--- config.mk ---
export PLATFORM = sky130hd
export DESIGN_NAME = wildcard_glob_matcher
export DESIGN_NICKNAME = d
export VERILOG_FILES = /design/src/hw/rtl/wgm_pkg.sv /design/src/hw/rtl/wgm_front.sv /design/src/hw/rtl/wgm_queue.sv /design/src/hw/rtl/wgm_back.sv /design/src/hw/rtl/wildcard_glob_matcher.sv
export SDC_FILE = /design/constraint.sdc
export NUM_CORES = 1
export LEC_CHECK = 0
export BUFFER_PORTS_ARGS = -buffer_cell sky130_fd_sc_hd__clkbuf_2
export CAP_MARGIN = 10
export CELL_PAD_IN_SITES_DETAIL_PLACEMENT = 0
export CELL_PAD_IN_SITES_GLOBAL_PLACEMENT = 1
export CORE_ASPECT_RATIO = 1.4
export CORE_UTILIZATION = 35
export DETAILED_ROUTE_END_ITERATION = 8
export PLACE_DENSITY_LB_ADDON = 0.3
export SYNTH_ARGS = -nofsm -noshare
export SYNTH_HDL_FRONTEND = slang
export SYNTH_SLANG_ARGS = --single-unit
--- constraint.sdc ---
create_clock -name i_clk -period 5.7 [get_ports i_clk]
set_clock_uncertainty 0.1 [all_clocks]
set_input_delay 0.285 -clock i_clk [delete_from_list [all_inputs] [get_ports i_clk]]
set_output_delay 0.285 -clock i_clk [all_outputs]
set_load 0.05 [all_outputs]
--- src/hw/rtl/wgm_pkg.sv ---
// ----------------------------------------------------------------------------
// wgm_pkg
// Types and constants shared by the wildcard glob matcher modules.
// ----------------------------------------------------------------------------
package wgm_pkg;

    typedef enum logic [1:0] {
        REQ_CLEAR  = 2'd0,
        REQ_APPEND = 2'd1,
        REQ_NAME   = 2'd2,
        REQ_END    = 2'd3
    } t_req_type;

    localparam logic [7:0] CHAR_STAR = 8'h2A;
    localparam logic [7:0] CHAR_ANY  = 8'h3F;

    // Command queue depth, power of two
    localparam int QUEUE_DEPTH = 4;

    typedef struct packed {
        t_req_type   req_type;
        logic [7:0]  char_value;
    } t_req;

    typedef struct packed {
        logic matched;
        logic pattern_overflow;
    } t_rsp;

    // Classified item as it travels through the queue
    typedef struct packed {
        t_req_type   op;
        logic [7:0]  data;
        logic        is_star;
        logic        is_any;
    } t_cmd;

    typedef struct packed {
        logic valid;
        logic full;
    } t_q_stat;

endpackage

--- src/hw/rtl/wgm_front.sv ---
// ----------------------------------------------------------------------------
// wgm_front
// Input side: takes items and classifies the byte as star / any / literal.
// ----------------------------------------------------------------------------
module wgm_front (
    input  logic             i_valid,
    output logic             o_ready,
    input  wgm_pkg::t_req    i_req,
    input  wgm_pkg::t_q_stat i_stat,
    output logic             o_push,
    output wgm_pkg::t_cmd    o_cmd
);

    assign o_ready = !i_stat.full;
    assign o_push  = i_valid && !i_stat.full;

    always_comb begin
        o_cmd.op      = i_req.req_type;
        o_cmd.data    = i_req.char_value;
        o_cmd.is_star = (i_req.char_value == wgm_pkg::CHAR_STAR);
        o_cmd.is_any  = (i_req.char_value == wgm_pkg::CHAR_ANY);
    end

endmodule

--- src/hw/rtl/wgm_queue.sv ---
// ----------------------------------------------------------------------------
// wgm_queue
// Small FIFO between front and back; push and pop in the same cycle.
// ----------------------------------------------------------------------------
module wgm_queue (
    input  logic             i_clk,
    input  logic             i_rst_n,
    input  logic             i_push,
    input  wgm_pkg::t_cmd    i_cmd,
    input  logic             i_pop,
    output wgm_pkg::t_q_stat o_stat,
    output wgm_pkg::t_cmd    o_head
);

    localparam int DEPTH = wgm_pkg::QUEUE_DEPTH;
    localparam int PTR_W = $clog2(DEPTH);
    localparam int CNT_W = $clog2(DEPTH + 1);

    wgm_pkg::t_cmd    r_mem [DEPTH];
    logic [PTR_W-1:0] r_wr_ptr;
    logic [PTR_W-1:0] r_rd_ptr;
    logic [CNT_W-1:0] r_count;

    logic push_ok;
    logic pop_ok;

    assign o_stat.full  = (r_count == CNT_W'(DEPTH));
    assign o_stat.valid = (r_count != '0);
    assign o_head       = r_mem[r_rd_ptr];

    assign push_ok = i_push && !o_stat.full;
    assign pop_ok  = i_pop && o_stat.valid;

    always_ff @(posedge i_clk) begin
        if (!i_rst_n) begin
            r_wr_ptr <= '0;
            r_rd_ptr <= '0;
            r_count  <= '0;
        end else begin
            if (push_ok) begin
                r_wr_ptr <= r_wr_ptr + PTR_W'(1);
            end
            if (pop_ok) begin
                r_rd_ptr <= r_rd_ptr + PTR_W'(1);
            end
            if (push_ok && !pop_ok) begin
                r_count <= r_count + CNT_W'(1);
            end else if (pop_ok && !push_ok) begin
                r_count <= r_count - CNT_W'(1);
            end
        end
    end

    always_ff @(posedge i_clk) begin
        if (push_ok) begin
            r_mem[r_wr_ptr] <= i_cmd;
        end
    end

endmodule

--- src/hw/rtl/wgm_back.sv ---
// ----------------------------------------------------------------------------
// wgm_back
// Execution side: pattern cells, active position vector, result register.
// ----------------------------------------------------------------------------
module wgm_back #(
    parameter int PATTERN_MAX = 32
) (
    input  logic             i_clk,
    input  logic             i_rst_n,
    input  wgm_pkg::t_q_stat i_stat,
    input  wgm_pkg::t_cmd    i_head,
    output logic             o_pop,
    output logic             o_valid,
    input  logic             i_ready,
    output wgm_pkg::t_rsp    o_rsp
);

    localparam int N1    = PATTERN_MAX + 1;
    localparam int LEN_W = $clog2(PATTERN_MAX + 1);

    // Pattern cells, written once each while the pattern is loaded
    logic [7:0]             r_chr [PATTERN_MAX];
    logic [PATTERN_MAX-1:0] r_star;
    logic [PATTERN_MAX-1:0] r_any;

    logic [LEN_W-1:0]       r_len;
    logic                   r_ovf;
    logic [N1-1:0]          r_act;
    logic                   r_out_valid;
    wgm_pkg::t_rsp          r_rsp;

    logic [PATTERN_MAX-1:0] in_len;
    logic [PATTERN_MAX-1:0] adv;
    logic [N1-1:0]          star_v;
    logic [N1-1:0]          gen_v;
    logic [N1:0]            sum;
    logic [N1:0]            carry;
    logic [N1-1:0]          closed;
    logic [N1-1:0]          n_act_step;
    logic                   end_hit;
    logic                   wr_en;
    logic                   is_end;

    always_comb begin
        for (int i = 0; i < PATTERN_MAX; i++) begin
            in_len[i] = (r_len > LEN_W'(i));
            star_v[i] = r_star[i] && in_len[i];
        end
        star_v[PATTERN_MAX] = 1'b0;

        // Star closure as a carry chain: an active star generates, a star propagates
        gen_v  = r_act & star_v;
        sum    = {1'b0, star_v} + {1'b0, gen_v};
        carry  = sum ^ {1'b0, star_v} ^ {1'b0, gen_v};
        closed = r_act | carry[N1-1:0];

        for (int i = 0; i < PATTERN_MAX; i++) begin
            adv[i] = closed[i] && in_len[i] && !r_star[i]
                     && (r_any[i] || (r_chr[i] == i_head.data));
        end
        n_act_step = (closed & star_v) | {adv, 1'b0};

        end_hit = (r_len == '0) || closed[r_len];
    end

    assign is_end  = (i_head.op == wgm_pkg::REQ_END);
    assign o_pop   = i_stat.valid && (!is_end || !r_out_valid || i_ready);
    assign wr_en   = o_pop && (i_head.op == wgm_pkg::REQ_APPEND)
                     && (r_len < LEN_W'(PATTERN_MAX));
    assign o_valid = r_out_valid;
    assign o_rsp   = r_rsp;

    always_ff @(posedge i_clk) begin
        if (!i_rst_n) begin
            r_len       <= '0;
            r_ovf       <= 1'b0;
            r_act       <= N1'(1);
            r_out_valid <= 1'b0;
        end else begin
            if (o_pop && is_end) begin
                r_out_valid <= 1'b1;
            end else if (i_ready) begin
                r_out_valid <= 1'b0;
            end
            if (o_pop) begin
                case (i_head.op)
                    wgm_pkg::REQ_CLEAR: begin
                        r_len <= '0;
                        r_ovf <= 1'b0;
                        r_act <= N1'(1);
                    end
                    wgm_pkg::REQ_APPEND: begin
                        if (r_len < LEN_W'(PATTERN_MAX)) begin
                            r_len <= r_len + LEN_W'(1);
                        end else begin
                            r_ovf <= 1'b1;
                        end
                    end
                    wgm_pkg::REQ_NAME: begin
                        r_act <= n_act_step;
                    end
                    wgm_pkg::REQ_END: begin
                        r_act <= N1'(1);
                    end
                    default: begin
                    end
                endcase
            end
        end
    end

    always_ff @(posedge i_clk) begin
        for (int i = 0; i < PATTERN_MAX; i++) begin
            if (wr_en && (r_len == LEN_W'(i))) begin
                r_chr[i]  <= i_head.data;
                r_star[i] <= i_head.is_star;
                r_any[i]  <= i_head.is_any;
            end
        end
        if (o_pop && is_end) begin
            r_rsp.matched          <= end_hit;
            r_rsp.pattern_overflow <= r_ovf;
        end
    end

endmodule

--- src/hw/rtl/wildcard_glob_matcher.sv ---
// ----------------------------------------------------------------------------
// wildcard_glob_matcher
// Glob matcher with '*' and '?' over a streamed name.
// ----------------------------------------------------------------------------
// Input channel (i_valid/o_ready, i_data) carries requests: clear pattern,
// append pattern byte, name byte, end of name. Output channel
// (o_valid/i_ready, o_data) carries one result per end of name: matched
// and pattern_overflow.
// One item is taken per cycle while o_ready is high. The front classifies
// each byte and pushes it into a 4-entry queue; the back pops one entry per
// cycle unless halted at an end-of-name item, and updates the active position
// vector in a single pass (star closure as one carry chain, then a compare
// in every pattern cell). o_valid rises at the clock edge after the one that
// accepts the end-of-name item, when the queue is empty and the output
// register is free. Reset clears the pattern length, the overflow flag and
// the vector (position zero only); pattern bytes themselves are not cleared.
// When the receiver stalls, the result register holds its value, the back
// halts at the next end-of-name item, the queue fills and o_ready drops
// once it is full. Bytes past PATTERN_MAX are dropped and flagged.
// ----------------------------------------------------------------------------
module wildcard_glob_matcher #(
    parameter int PATTERN_MAX = 32
) (
    input  logic          i_clk,
    input  logic          i_rst_n,
    input  logic          i_valid,
    output logic          o_ready,
    input  wgm_pkg::t_req i_data,
    output logic          o_valid,
    input  logic          i_ready,
    output wgm_pkg::t_rsp o_data
);

    wgm_pkg::t_q_stat q_stat;
    wgm_pkg::t_cmd    push_cmd;
    wgm_pkg::t_cmd    head_cmd;
    logic             push;
    logic             pop;

    wgm_front u_front (
        .i_valid (i_valid),
        .o_ready (o_ready),
        .i_req   (i_data),
        .i_stat  (q_stat),
        .o_push  (push),
        .o_cmd   (push_cmd)
    );

    wgm_queue u_queue (
        .i_clk   (i_clk),
        .i_rst_n (i_rst_n),
        .i_push  (push),
        .i_cmd   (push_cmd),
        .i_pop   (pop),
        .o_stat  (q_stat),
        .o_head  (head_cmd)
    );

    wgm_back #(
        .PATTERN_MAX (PATTERN_MAX)
    ) u_back (
        .i_clk   (i_clk),
        .i_rst_n (i_rst_n),
        .i_stat  (q_stat),
        .i_head  (head_cmd),
        .o_pop   (pop),
        .o_valid (o_valid),
        .i_ready (i_ready),
        .o_rsp   (o_data)
    );

endmodule

==> results by group, run 1 <==
Status
  • Run status: finished, final reports clean

Setup path
  • Critical-path top delay cell: sky130_fd_sc_hd__nor4b_2
  • Slowest stage delay, CP: 510 ps
  • Required time of the critical path: about 5900 ps
  • Ordered list of cells on the worst path: clkinv_1, ha_1, inv_1, o211ai_2, inv_1, ha_1, a2111o_1, a31oi_2, o22ai_1, nand3_1, a21oi_1, nor4b_2, o221ai_1, a2111oi_2, a41o_1, nand4_1
  • Nature of the critical path endpoint: flip-flop
  • Type of the worst setup path: reg -> reg
  • Signal arrival time at the worst endpoint: approximately 5000 ps
  • Maximum fanout count along the critical path: 11
  • Startpoint class of the critical path: flip-flop

Logic synthesis
  • Total nets after synthesis: ~1,600
  • Commonest register cell after synthesis: sky130_fd_sc_hd__edfxtp_1
  • Post-synthesis share of cell area spent on and, or, nand and nor gates: roughly an eighth
  • Ys Warns: 0
  • Adder and majority gate portion of the synthesized area: 0.918%
  • Multiplexer fraction of the synthesized cell area: 1.52%
  • Number of enable-type register cells in the synthesized netlist: between 300 and 400
  • Post-synthesis compound-gate area fraction: about a tenth
  • Main combinational cell family by area after synthesis: simple AND/OR/NAND/NOR gates
  • Async set-reset flop share out of synthesis: 0%
  • Xor/xnor share of the synthesized area: a little under an eighth
  • Number of distinct library cells after synthesis: roughly 100
  • Post-Syn Area: 19,900 um2
  • Avg Cell Area, Syn: between 10 and 15 um2
  • Share of the yosys chip area belonging to registers: about three fifths
  • Cell count after synthesis: between 1,500 and 2,000
  • Total of flip-flops plus latches after synthesis: 420

Clock network
  • Buffer type at the clock tree root: sky130_fd_sc_hd__clkbuf_16
  • Number of gates resized after CTS: 0
  • TritonCTS clock tree: built
  • Number of CTS-inserted buffers: 40
  • H-tree levels: 2
  • Clk sink count: between 400 and 500
  • Post-CTS setup repair buffer count: 0
  • Clock latency at the later pin of the worst-skew pair: ~550 ps
  • Clock transition at path regs: approximately 70 ps
  • Maximum count of clock buffers along a single path: 3

Floorplan
  • Floorplan die height: about 280 um
  • Num rows: 103
  • X dimension of the die: about 200 um
  • I/O pin total: 18
  • Floorplan Core Area: 56,300 um2
  • Initial core utilization: between 30% and 40%
  • Full die area: around 58,000 um2

Place
  • Post-place setup slack: 938 ps
  • Final weighted congestion in routability-driven placement: 0.933
  • Port Buffers: 17
  • Dpl hpwl: roughly 36,000 um

Layout
  • Net count, final: about 1,600
  • Fraction of final layout cells with drive strength greater than 1: 9.99%
  • Area added between synthesis and finish: 12.1%
  • Count of antenna diodes in the layout: 0

Detailed routing
  • Iteration-0 DRC count of the detailed router: between 1,000 and 1,500
  • Total length of routed wires: ~54,000 um
  • Mean routed wirelength per cell: approximately 23 um
  • Vias per cell: 5.38
  • DRC violation count after routing: 0
  • Detail Route Antenna Nets: 0
  • Drt pass-1 iters: 5
  • Number of vias after detailed routing: around 13,000

Global route
  • Global-route wire length before repair: a little over 80,000 um
  • Overflow left after global routing: 0
  • Total Routing Usage GR: a little under a fifth
  • Pin count of the biggest net entering global routing: 56
  • Via count of the first global-routing pass: 13,100
  • Antenna violations before repair: 1

STA
  • Maximum achievable frequency: 0.205 GHz
  • Setup ws final: 824 ps
  • Max-Slew Margin vs Limit: between 20 and 25%
  • Pins Over Slew Limit: 0
  • Share of the clock period used by the worst path: 85.5%
  • Setup_tns: 0 ps
  • Pin slew with the least headroom to its limit: around 1200 ps
  • Clock period minus final worst setup slack: about 4900 ps
  • Hold Fails Final Rpt: 0
  • Count of final setup violators: 0
  • Unrepaired setup endpoints after global routing: no

Job
  • Max-Cap Viols: 0

Pwr
  • Worst VDD drop: 0.250 mV
  • Power per unit of standard cell area: approximately 410 nW/um2
  • Leak: 7.31 nW

Hold path
  • Hold Crit Class: in -> reg
[routing by layer]
metal | wire (um) | share of wire (%) | vias up | GRT usage [%]
li1 | - | - | 5968 | -
met3 | 1880 | 3.5 | 116 | 2.04
met2 | 27700 | 52 | 291 | 33.5
met1 | 21800 | 41 | 6362 | 22.7
met4 | 2120 | 4.0 | 2 | 7.50
met5 | 16 | 0.030 | - | 0
[worst max-delay path: cells and delay by family, from the launching register on]
kind            cells  cell delay (ps)
simple gates        3              830
fa+ha+maj           2              630
compound gates      8             2290
flops               1              320
buf+inv             3              450
[what timing repair did]
| action | 4_1_cts | 5_1_grt |
|---|---|---|
| hold buffers | 11 | 0 |
| hold endpoints to repair | 41 | 0 |
| endpoints found under the setup margin | 0 | 0 |
[power by group]
part	internal (mW)	total [mW]	switching, mW
Sequential	3.79	3.88	0.0812
Clock	1.55	2.69	1.14
Combinational	0.752	2.54	1.78
Total	6.09	9.10	3.00
[worst paths after layout]
path                                      start         endpoint  slack, ps  depth (start not counted)
worst min register to register     u_back.r_ovf  u_back.o_rsp[0]        400                          0
worst min-delay path                    i_rst_n  u_back.r_act[0]        170                          3
worst max register to register  u_back.r_len[1]  u_back.o_rsp[1]        820                         16
worst max-delay path            u_back.r_len[1]  u_back.o_rsp[1]        820                         16
[cells in the mapped netlist, types with 14 or more instances]
master / instances / area (um2)
sky130_fd_sc_hd__edfxtp_1: 370 / 11100
sky130_fd_sc_hd__xor2_1: 234 / 2050
sky130_fd_sc_hd__nor4_1: 75 / 469
sky130_fd_sc_hd__nand3_1: 20 / 100
sky130_fd_sc_hd__nor2b_1: 24 / 150
sky130_fd_sc_hd__clkbuf_1: 32 / 120
sky130_fd_sc_hd__and2_1: 26 / 163
sky130_fd_sc_hd__nor3_1: 27 / 135
sky130_fd_sc_hd__buf_2: 38 / 190
sky130_fd_sc_hd__nand2_1: 69 / 259
sky130_fd_sc_hd__o21ai_0: 49 / 245
sky130_fd_sc_hd__inv_1: 26 / 97.6
sky130_fd_sc_hd__a21oi_1: 77 / 385
sky130_fd_sc_hd__xnor2_1: 30 / 263
sky130_fd_sc_hd__dfxtp_1: 50 / 1000
sky130_fd_sc_hd__nand2b_1: 15 / 93.8
sky130_fd_sc_hd__or4_1: 14 / 105
sky130_fd_sc_hd__nor2_1: 109 / 409
sky130_fd_sc_hd__a22oi_1: 17 / 128
[area by class of cell]
| type | count | area (um2) |
|---|---|---|
| clock inverters | 16 | 225 |
| clock buffers | 52 | 1070 |
| well taps | 735 | 920 |
| inverters | 28 | 105 |
| fillers | 5222 | 34000 |
| flip-flops and latches | 420 | 12100 |
| multi-input cells | 1044 | 7340 |
| repair buffers | 72 | 526 |
[through the flow]
step                area (um2)  instances  hold slack (ps)  util, %  power (mW)
finish                   22300       2367              174     39.6        9.10
global route             22300       2367              195     39.6        9.54
CTS                      22300       2367              169     39.6        9.26
detailed placement       20900       2288              395     37.1        6.55
global placement         20900       2288              391     37.1        6.50
floorplan                19900       1571              284        -        5.61
[flip-flops by register name (all words and copies together), names as in the netlist, named ones only]
| name | flops |
|---|---|
| u_back.r_act | 33 |
| u_queue.r_wr_ptr | 2 |
| u_queue.r_count | 3 |
| u_back.r_ovf | 1 |
| u_back.r_star | 32 |
| u_back.r_len | 6 |
| u_back.r_any | 32 |
| u_queue.r_mem | 48 |
| u_queue.r_rd_ptr | 2 |
| u_back.o_valid | 1 |
| u_back.r_chr | 256 |
| u_back.o_rsp | 2 |
[logic make-up after synthesis]
logic type | Yosys count
mux | 15
flops | 420
simple gates | 447
fa+ha+maj | 14
xor+xnor | 264
buf+inv | 107
compound gates | 304
[placed cells by master, fill, tap and decap left out, types with 10 or more instances in the layout]
cell	count
sky130_fd_sc_hd__nor3_1	27
sky130_fd_sc_hd__nor2b_1	24
sky130_fd_sc_hd__o21ai_1	12
sky130_fd_sc_hd__nand2_1	69
sky130_fd_sc_hd__clkbuf_16	40
sky130_fd_sc_hd__and3_1	10
sky130_fd_sc_hd__a22oi_1	17
sky130_fd_sc_hd__nand2b_1	15
sky130_fd_sc_hd__and2_1	26
sky130_fd_sc_hd__or4_1	14
sky130_fd_sc_hd__o21ai_0	49
sky130_fd_sc_hd__o211ai_1	10
sky130_fd_sc_hd__nor4_1	74
sky130_fd_sc_hd__dfxtp_1	49
sky130_fd_sc_hd__or3_1	12
sky130_fd_sc_hd__nand4_1	12
sky130_fd_sc_hd__clkbuf_2	17
sky130_fd_sc_hd__nand3_1	20
sky130_fd_sc_hd__edfxtp_1	370
sky130_fd_sc_hd__nor2_1	109
sky130_fd_sc_hd__ha_1	13
sky130_fd_sc_hd__xor2_1	234
sky130_fd_sc_hd__xnor2_1	30
sky130_fd_sc_hd__a21oi_1	77
sky130_fd_sc_hd__dlygate4sd3_1	11
sky130_fd_sc_hd__clkbuf_1	10
sky130_fd_sc_hd__buf_4	44
sky130_fd_sc_hd__a31oi_1	12
sky130_fd_sc_hd__inv_1	26
(Power assumes the default switching activity.)
==> run 2, diff against run 1 <==
MAX_ROUTING_LAYER = met4   (was default)
==> results by group, run 2 (synthesis gave the netlist of run 1 again) <==
Status
  • Run status: finished, final reports clean

Global route
  • Global-route wire length before repair: between 80,000 and 90,000 um
  • Total Routing Usage GR: 19.5%
  • Met2 GRT Util: 33.8%
  • Antenna violations before repair: 1
  • Grt met1 use: 22.8%
  • GRT busiest layer: met2
  • GRT met3 Usage: ~2.3%
  • Overflow left after global routing: 0
  • Pin count of the biggest net entering global routing: 50
  • Via count of the first global-routing pass: approximately 13,000

Hold path
  • Min-delay src: i_valid
  • Hold Crit Class: in -> reg
  • End of the worst hold path: u_queue.r_wr_ptr[1]
  • Worst Hold Depth: 4

Setup path
  • Reg2reg setup slack: 840 ps
  • Required time of the critical path: about 5900 ps
  • Nature of the critical path endpoint: flip-flop
  • Slowest stage delay, CP: between 400 and 500 ps
  • Critical-path top delay cell: sky130_fd_sc_hd__ha_1
  • Worst reg2reg startpoint: u_back.r_len[1]
  • Type of the worst setup path: reg -> reg
  • FF-to-FF path depth: 16
  • Maximum fanout count along the critical path: 11
  • Ordered list of cells on the worst path: clkinv_1, ha_1, inv_1, o211ai_2, inv_1, ha_1, a2111o_1, a31oi_2, o22ai_1, nor3_2, or4_1, nand2_1, a221o_2, a2111oi_2, a41o_1, nand4_1
  • Signal arrival time at the worst endpoint: 5060 ps
  • Startpoint class of the critical path: flip-flop
  • Capture point of the worst reg-to-reg path: u_back.o_rsp[1]

Layout
  • Register cell area after layout: around 12,000 um2
  • Multi-input combinational cell area: between 7000 and 8000 um2
  • Layout filler cell count: between 5,000 and 6,000
  • Net count, final: ~1,600
  • Max reg flops: approximately 260
  • Register with the most flip-flops: u_back.r_chr
  • Count of antenna diodes in the layout: 0
  • Post-layout instance count excluding filler cells: 2,372
  • Final core utilization: between 30% and 40%
  • Area added between synthesis and finish: 12.6%
  • Largest registers: u_back.r_chr (256), u_queue.r_mem (48), u_back.r_act (33)
  • Fraction of final layout cells with drive strength greater than 1: between 10% and 20%
  • Most common cell after layout, fill and taps aside: sky130_fd_sc_hd__edfxtp_1
  • Top library cells by usage in the layout, fill and taps aside: sky130_fd_sc_hd__edfxtp_1 (370), sky130_fd_sc_hd__xor2_1 (234), sky130_fd_sc_hd__nor2_1 (109), sky130_fd_sc_hd__a21oi_1 (77), sky130_fd_sc_hd__nor4_1 (74)

Pwr
  • Power Internal: 6.22 mW
  • Switching Power: 3.06 mW
  • Net switching share of the total power: about a third
  • Leak: between 7 and 8 nW
  • Power per unit of standard cell area: 414 nW/um2
  • Logic gate share of total power: 27.8%
  • Worst VDD drop: between 0.2 and 0.3 mV
  • Share of power burned in registers: approximately two fifths
  • Portion of total power attributed to the clock network: 30.6%

Clock network
  • Clock latency at the later pin of the worst-skew pair: 560 ps
  • Number of CTS-inserted buffers: a little over 40
  • Clk sink count: 420
  • Maximum count of clock buffers along a single path: 3
  • Clock transition at path regs: 70 ps
  • Buffer type at the clock tree root: sky130_fd_sc_hd__clkbuf_16
  • Number of gates resized after CTS: 0
  • Post-CTS setup repair buffer count: 0
  • H-tree levels: 2
  • TritonCTS clock tree: built
  • Count of hold-fix buffers inserted at cts: 11

Floorplan
  • Num rows: approximately 100
  • Initial core utilization: 35.3%
  • Floorplan Core Area: ~56,000 um2
  • Floorplan die height: 284 um
  • Full die area: about 58,000 um2
  • X dimension of the die: 203 um
  • I/O pin total: 18

STA
  • Unrepaired setup endpoints after global routing: no
  • Clock period minus final worst setup slack: 4860 ps
  • Pins Over Slew Limit: 0
  • Share of the clock period used by the worst path: between 80% and 90%
  • Maximum achievable frequency: 0.206 GHz
  • Setup_tns: 0 ps
  • Max-Slew Margin vs Limit: roughly 18%
  • Hold Fails Final Rpt: 0
  • Pin slew with the least headroom to its limit: 1230 ps
  • Count of final setup violators: 0
  • Setup ws final: roughly 840 ps
  • Worst slack on hold paths: ~180 ps

Detailed routing
  • Vias per cell: approximately 5.4
  • Number of vias after detailed routing: roughly 13,000
  • Detail Route Antenna Nets: 0
  • Drt pass-1 iters: 5
  • Mean routed wirelength per cell: 23.0 um
  • Total length of routed wires: ~54,000 um
  • Iteration-0 DRC count of the detailed router: approximately 860
  • DRC violation count after routing: 0

Place
  • Post-placement cell count: 2,287
  • Final weighted congestion in routability-driven placement: between 0.9 and 1
  • Post-place setup slack: 930 ps
  • Dpl hpwl: approximately 36,000 um
  • Port Buffers: 17

Job
  • Max-Cap Viols: 0
-- run 2: final cells by class --
cell class	instances	area share, %
Sequential cell	420	54.1
Multi-Input combinational cell	1044	32.8
Clock buffer	52	4.94
Tap cell	735	4.10
Timing Repair Buffer	71	2.37
Clock inverter	22	1.27
Inverter	28	0.469
-- run 2: power by group through the flow --
| stage | Clock [mW] | Combinational (mW) | Sequential (mW) |
|---|---|---|---|
| after global routing | 3.00 | 2.85 | 3.88 |
| after floorplan | 0 | 1.70 | 3.91 |
| after global placement | 0 | 2.59 | 3.93 |
| final | 2.84 | 2.58 | 3.87 |
| after CTS | 2.91 | 2.67 | 3.87 |
| after detailed placement | 0 | 2.65 | 3.93 |
-- run 2: how the worst max path moves through the flow --
stage | from | to | slack [ps]
after floorplan | u_back.r_len[1] | u_back.o_rsp[1] | 1370
after global placement | u_back.r_len[2] | u_back.o_rsp[1] | 1020
after detailed placement | u_back.r_len[1] | u_back.o_rsp[1] | 930
after CTS | u_back.r_len[1] | u_back.o_rsp[1] | 900
after global routing | u_back.r_len[1] | u_back.o_rsp[1] | 630
final | u_back.r_len[1] | u_back.o_rsp[1] | 840
-- run 2: critical path: cells and delay by family (launching register included) --
| family | cells | cell delay [ps] |
|---|---|---|
| DFF | 1 | 310 |
| buffers and inverters | 3 | 450 |
| AOI/OAI and AO/OA | 7 | 2310 |
| adders and majority gates | 2 | 630 |
| and+or+nand+nor | 4 | 770 |
-- run 2: routing by layer --
layer | part of all wire (%) | vias to the layer above
li1 | - | 5974
met1 | 41 | 6437
met2 | 51 | 323
met3 | 3.5 | 121
met4 | 4.0 | 0
met5 | 0 | -
-- run 2: metrics by stage --
stage                     power, mW  instance area (um2)
after floorplan                5.61                19900
after global placement         6.52                20900
after detailed placement       6.59                20900
after CTS                      9.45                22400
after global routing           9.73                22400
final                          9.28                22400
